==> src/sv/cnms_pkg.sv <==
package cnms_pkg;

  // Threshold register: unsigned Q1.8, raw values 0 to 511.
  localparam int unsigned THR_W     = 9;
  localparam logic [THR_W-1:0] THR_RESET = 9'd115;

  // Fraction bits of the threshold.
  localparam int unsigned FRAC_W    = 8;

  // Object class width.
  localparam int unsigned CLASS_W   = 8;

  // Status of the shared overlap unit, seen by the sequencer.
  typedef struct packed {
    logic busy;
    logic res_valid;
    logic suppress;
  } iou_status_t;

endpackage

==> src/sv/cnms_iou.sv <==
// Shared overlap test: one stored box per cycle against the held candidate.
// Three stages: overlap and area products, union, threshold compare.
module cnms_iou #(
  parameter int unsigned CB = 12
) (
  input  logic                          clk_i,
  input  logic                          rst_ni,
  input  logic                          valid_i,
  input  logic [CB-1:0]                 cand_left_i,
  input  logic [CB-1:0]                 cand_top_i,
  input  logic [CB-1:0]                 cand_right_i,
  input  logic [CB-1:0]                 cand_bottom_i,
  input  logic [cnms_pkg::CLASS_W-1:0]  cand_class_i,
  input  logic [2*CB-1:0]               cand_area_i,
  input  logic [cnms_pkg::THR_W-1:0]    thr_i,
  input  logic [CB-1:0]                 ent_left_i,
  input  logic [CB-1:0]                 ent_top_i,
  input  logic [CB-1:0]                 ent_right_i,
  input  logic [CB-1:0]                 ent_bottom_i,
  input  logic [cnms_pkg::CLASS_W-1:0]  ent_class_i,
  output cnms_pkg::iou_status_t         status_o
);

  localparam int unsigned AREA_W = 2 * CB;
  localparam int unsigned UNI_W  = AREA_W + 1;
  localparam int unsigned CMP_W  = UNI_W + cnms_pkg::THR_W;

  // Intersection edges and spans.
  logic [CB-1:0] ov_l, ov_t, ov_r, ov_b;
  logic [CB-1:0] ov_w, ov_h, ent_w, ent_h;

  always_comb begin
    ov_l  = (cand_left_i  > ent_left_i)   ? cand_left_i   : ent_left_i;
    ov_t  = (cand_top_i   > ent_top_i)    ? cand_top_i    : ent_top_i;
    ov_r  = (cand_right_i < ent_right_i)  ? cand_right_i  : ent_right_i;
    ov_b  = (cand_bottom_i < ent_bottom_i) ? cand_bottom_i : ent_bottom_i;
    ov_w  = (ov_r > ov_l) ? ov_r - ov_l : '0;
    ov_h  = (ov_b > ov_t) ? ov_b - ov_t : '0;
    ent_w = (ent_right_i > ent_left_i) ? ent_right_i - ent_left_i : '0;
    ent_h = (ent_bottom_i > ent_top_i) ? ent_bottom_i - ent_top_i : '0;
  end

  // Stage A: products and class match.
  logic              va_q;
  logic              same_a_q;
  logic [AREA_W-1:0] inter_a_q, ent_area_a_q;

  always_ff @(posedge clk_i) begin
    same_a_q     <= (cand_class_i == ent_class_i);
    inter_a_q    <= AREA_W'(ov_w * ov_h);
    ent_area_a_q <= AREA_W'(ent_w * ent_h);
  end

  // Stage B: union of the two areas.
  logic              vb_q;
  logic              same_b_q;
  logic [AREA_W-1:0] inter_b_q;
  logic [UNI_W-1:0]  uni_b_q;

  always_ff @(posedge clk_i) begin
    same_b_q  <= same_a_q;
    inter_b_q <= inter_a_q;
    uni_b_q   <= UNI_W'(cand_area_i) + UNI_W'(ent_area_a_q) - UNI_W'(inter_a_q);
  end

  // Stage C: inter * 256 against threshold * union.
  logic             vc_q;
  logic             supp_c_q;
  logic [CMP_W-1:0] lhs, rhs;

  always_comb begin
    lhs = CMP_W'({inter_b_q, {cnms_pkg::FRAC_W{1'b0}}});
    rhs = CMP_W'(thr_i) * CMP_W'(uni_b_q);
  end

  always_ff @(posedge clk_i) begin
    supp_c_q <= same_b_q && (lhs > rhs);
  end

  // Valid chain through the stages.
  always_ff @(posedge clk_i or negedge rst_ni) begin
    if (!rst_ni) begin
      va_q <= 1'b0;
      vb_q <= 1'b0;
      vc_q <= 1'b0;
    end else begin
      va_q <= valid_i;
      vb_q <= va_q;
      vc_q <= vb_q;
    end
  end

  assign status_o.busy      = va_q | vb_q;
  assign status_o.res_valid = vc_q;
  assign status_o.suppress  = supp_c_q;

endmodule

==> config.mk <==
export PLATFORM = sky130hd
export DESIGN_NAME = cnms_iou
export DESIGN_NICKNAME = d
export VERILOG_FILES = /design/src/sv/cnms_pkg.sv /design/src/sv/cnms_iou.sv
export SDC_FILE = /design/constraint.sdc
export NUM_CORES = 2
export LEC_CHECK = 0
export BUFFER_PORTS_ARGS = -buffer_cell sky130_fd_sc_hd__buf_4
export CORE_ASPECT_RATIO = 1.2
export CORE_MARGIN = 5
export CORE_UTILIZATION = 65
export CTS_BUF_LIST = sky130_fd_sc_hd__clkbuf_4
export DETAILED_ROUTE_END_ITERATION = 8
export MAX_ROUTING_LAYER = met4
export PLACE_DENSITY = 0.95
export SYNTH_ARGS = -nofsm -noshare
export SYNTH_HDL_FRONTEND = slang
export SYNTH_SLANG_ARGS = --single-unit
==> constraint.sdc <==
create_clock -name clk_i -period 7.4 [get_ports clk_i]
set_clock_uncertainty 0.1 [all_clocks]
set_input_delay 0.37 -clock clk_i [delete_from_list [all_inputs] [get_ports clk_i]]
set_output_delay 0.37 -clock clk_i [all_outputs]
set_load 0.02 [all_outputs]
==> results of run 1 <==
[kinds of logic after synthesis]
group,Yosys count,share of synthesized area [%]
fa+ha+maj,711,47.88
simple gates,907,17.19
mux,54,2.325
flops,103,8.410
xor+xnor,115,4.078
compound gates,367,10.06
buf+inv,645,10.06
[per-layer routing]
metal / global-route usage [%] / overflow
met5: - / -
met4: 81.62 / 127
met3: 71.30 / 16
met2: 90.48 / 213
met1: 75.54 / 28
[cell usage after synthesis, types with 26 or more instances]
| cell type | instances |
|---|---|
| inv_1 | 546 |
| ha_1 | 321 |
| a21o_1 | 57 |
| a21oi_1 | 110 |
| xor2_1 | 35 |
| mux2_2 | 26 |
| clkbuf_1 | 51 |
| nor2_1 | 152 |
| nand2_1 | 395 |
| nand3_1 | 42 |
| mux2i_1 | 27 |
| nor3_1 | 44 |
| dfxtp_1 | 100 |
| and2_1 | 122 |
| fa_1 | 390 |
| o21ai_0 | 43 |
| buf_2 | 30 |
| xnor2_1 | 80 |
| nand2b_1 | 28 |
| nor2b_1 | 30 |
[repair_timing]
item	4_1_cts
endpoints found under the hold margin	5
setup buffers	20
resized for setup	90
endpoints found under the setup margin	18
gates cloned	0
hold buffers	3
pin swaps	48
[stage by stage]
step / hold slack, ps / cell area (um^2)
detailed placement: 61.54 / 28720
CTS: 28.60 / 29430
global placement: 57.89 / 28720
floorplan: -25.59 / 25060
==> results_dict.tcl, run 1 <==
set metrics [dict create \
    netlist_top_cells_area "fa_1, ha_1, inv_1, dfxtp_1, nand2_1" \
    grt_use_total_pct 79.90 \
    crit_endpoint "inter_a_q[22]$_DFF_P_/D" \
    synthesis.area_mm2 0.02470 \
    rows 78 \
    syn-num-nets 3761 \
    grt_max_degree 26 \
    dp_slack_ps -1641 \
    synthArstFlopShare_pct 2.913 \
    ys.flop_type "dfxtp_1" \
    overflow 384 \
    ys_types 76 \
    clockRootBuffer "clkbuf_4" \
    die-width_um 187.9 \
    ys_seq_elements 103 \
    yosys.area.top_type_share_pct 31.61 \
    synth_top_area_cell "fa_1" \
    seq_area_frac_synth_pct 8.410 \
    syn_inst 2902 \
    haltStage "5_1_grt" \
    dp_hpwl_um 71580 \
    htree_levels 3 \
    syn_area_per_cell_um2 8.510 \
    status "stopped before the end" \
    tool.error "[ERROR GRT-0232] Routing congestion too high. Check the congestion heatmap in the GUI." \
    cts_max_path_buffers 2 \
    start_util_pct 65.56 \
    dp_cells 3757 \
    portBuffers 150 \
    worst-ep-kind "register data pin" \
    synth_edf_count 0 \
    die_y_um 223.5 \
    place.gp.congestion 1.072 \
    yosys_warnings 0 \
    ios 151 \
    cts_buffers 9 \
    clock-sinks 103 \
]
==> run 2, diff against run 1 <==
Settings changed: CORE_ASPECT_RATIO 1.2 to default, CORE_UTILIZATION 65 to 40, CTS_BUF_LIST sky130_fd_sc_hd__clkbuf_4 to default, MAX_ROUTING_LAYER met4 to default, PLACE_DENSITY 0.95 to default, PLACE_DENSITY_LB_ADDON from default to 0.15.
==> results_dict.tcl, run 2 <==
set metrics [dict create \
    status "finished, violations left" \
    violations "setup timing" \
    cts_max_path_buffers 2 \
    syn-num-nets 3761 \
    synth_edf_count 0 \
    wl_um 72670 \
    largest_reg_flops 25 \
    wl_met3_um 2151 \
    timing.rr.start "uni_b_q[3]" \
    regToRegEndpoint "supp_c_q" \
    worst_slack_ps -797.9 \
    wl_per_cell_um 17.23 \
    htree_levels 3 \
    ys.flop_type "dfxtp_1" \
    layout-drive-gt1-share_pct 24.68 \
    die_area_mm2 0.06681 \
    clk_pin_slew_ps 70 \
    syn_inst 2902 \
    arrival_ps 8380 \
    cp-end-kind "flip-flop" \
    top_register "uni_b_q" \
    netlist_top_cells_area "fa_1, ha_1, inv_1, dfxtp_1, nand2_1" \
    antenna_found_initial 0 \
    path_class "in -> reg" \
    hold_viol 0 \
    holdPathStages 1 \
    final.setup.tns_ps -7184 \
    synth_most_common_cell "inv_1" \
    ios 151 \
    worst_slew_pin_slew_ps 487.8 \
    cts_tree "yes" \
    yosys.area.top_type_share_pct 31.61 \
    synthArstFlopShare_pct 2.913 \
    syn_area_per_cell_um2 8.510 \
    cpMaxStageDelayCell "fa_1" \
    min_period_over_period_pct 110.8 \
    ant_nets 0 \
    clock-sinks 103 \
    first_iter_violations 975 \
    crit_path_frequent_cell "fa_1" \
    grt_use_total_pct 21.76 \
    ys_seq_elements 103 \
    reg2reg_depth 25 \
    grt_max_degree 26 \
    whs_endpoint "va_q" \
    die_y_um 258.5 \
    grt_pass1_vias 22800 \
    portBuffers 150 \
    final_cell_mix "buf_4, inv_1, nand2_1, fa_1, ha_1" \
    yosys_warnings 0 \
    period_needed_ps 8198 \
    cts_buffers 9 \
    synth_top_area_cell "fa_1" \
    syn_to_final_growth_pct 26.28 \
    overflow 0 \
    fin_nets 4282 \
    cp_max_fo 7 \
    final_common_cell "buf_4" \
    max-slew-margin-rel_pct 66.64 \
    highest_layer "met4" \
    hold_ws_ps 16.69 \
    routed-wl-met2_um 37380 \
    setup_viol 14 \
    start_util_pct 40.17 \
    route.vias.total 20980 \
    place_area_mm2 0.02969 \
    fmax_ghz 0.1220 \
    drc_errors 0 \
    max_stage_delay_ps 550 \
    rows 91 \
    seq_area_frac_synth_pct 8.410 \
    vias_per_cell 4.975 \
    wl_met1_um 30990 \
    start_kind "input pin" \
    min_from "valid_i" \
    fin_util_pct 50.72 \
    fin_area_mm2 0.03119 \
    ys_types 76 \
    clk_latency_ps 360 \
    worstHoldPathType "in -> reg" \
    drv_slew 0 \
    dp_hpwl_um 63950 \
    max_cap_violations 0 \
    die-width_um 258.5 \
    rsz0062_at_grt "yes" \
    synthTopCellsByCount "inv_1, nand2_1, fa_1" \
    reg2reg_slack_ps 490 \
    required_ps 7580 \
    synthesis.area_mm2 0.02470 \
    grt_pass1_wl_um 118200 \
    place.gp.congestion 0.9709 \
    first_pass_iters 6 \
    coreArea_mm2 0.06148 \
    clockRootBuffer "clkbuf_16" \
    diodes 0 \
]
## run 2: cell counts after synthesis
Identical to the previous run, type by type.
## run 2: final cells by class
class | instances | area, um^2
multi-input cells | 2154 | 21010
inverters | 546 | 2074
flip-flops and latches | 103 | 2077
well taps | 790 | 988.4
repair buffers | 609 | 4720
fillers | 5846 | 30300
clock buffers | 10 | 229.0
clock inverters | 6 | 83.83
## run 2: worst max path at each step
stage	cells after the start	slack [ps]	endpoint	start
final	38	-800	inter_a_q[23]	ent_bottom_i[1]
after global routing	41	-1110	inter_a_q[18]	ent_left_i[5]
after CTS	40	-690	inter_a_q[23]	ent_top_i[1]
after detailed placement	39	-1500	inter_a_q[23]	ent_top_i[1]
after global placement	36	-1360	inter_a_q[23]	cand_right_i[1]
after floorplan	38	-690	inter_a_q[23]	ent_top_i[5]
## run 2: repair_timing
item,4_1_cts,5_1_grt
hold buffers,1,0
gates cloned,1,1
hold endpoints to repair,3,0
endpoints found under the setup margin,18,21
resized for setup,120,83
buffers inserted,30,28
pin swaps,59,60
## run 2: cells by family after synthesis
| group | Yosys count | share of synthesized area, % |
|---|---|---|
| AND/OR/NAND/NOR | 907 | 17.19 |
| flip-flops | 103 | 8.410 |
| XOR/XNOR | 115 | 4.078 |
| adder cells (fa/ha/maj) | 711 | 47.88 |
| AO/OA/AOI/OAI | 367 | 10.06 |
| multiplexers | 54 | 2.325 |
| buffers and inverters | 645 | 10.06 |
## run 2: worst max-delay path, delay by kind of cell
family / cells / cell delay (ps)
AOI/OAI and AO/OA: 12 / 2200
xor gates and xnor gates: 1 / 140
adders and majority gates: 8 / 3300
buffers and inverters: 8 / 670
muxes: 1 / 320
and+or+nand+nor: 8 / 1350
## run 2: metal layers
layer | up-vias | global-route usage, %
li1 | 10240 | -
met1 | 10270 | 27.32
met2 | 390 | 40.36
met3 | 89 | 1.656
met4 | 0 | 5.947
met5 | - | 0
## run 2: metrics by stage
step / instances / worst slack (ps)
final: 4218 / -797.9
after global routing: 4218 / -1112
after CTS: 4192 / -691.9
after detailed placement: 4148 / -1499
after global placement: 4148 / -1364
after floorplan: 2902 / -687.9
Power of run 2 is left out: the tool's default activity adds up to more than one toggle a clock period on the data nets, which glitch-free logic cannot reach.
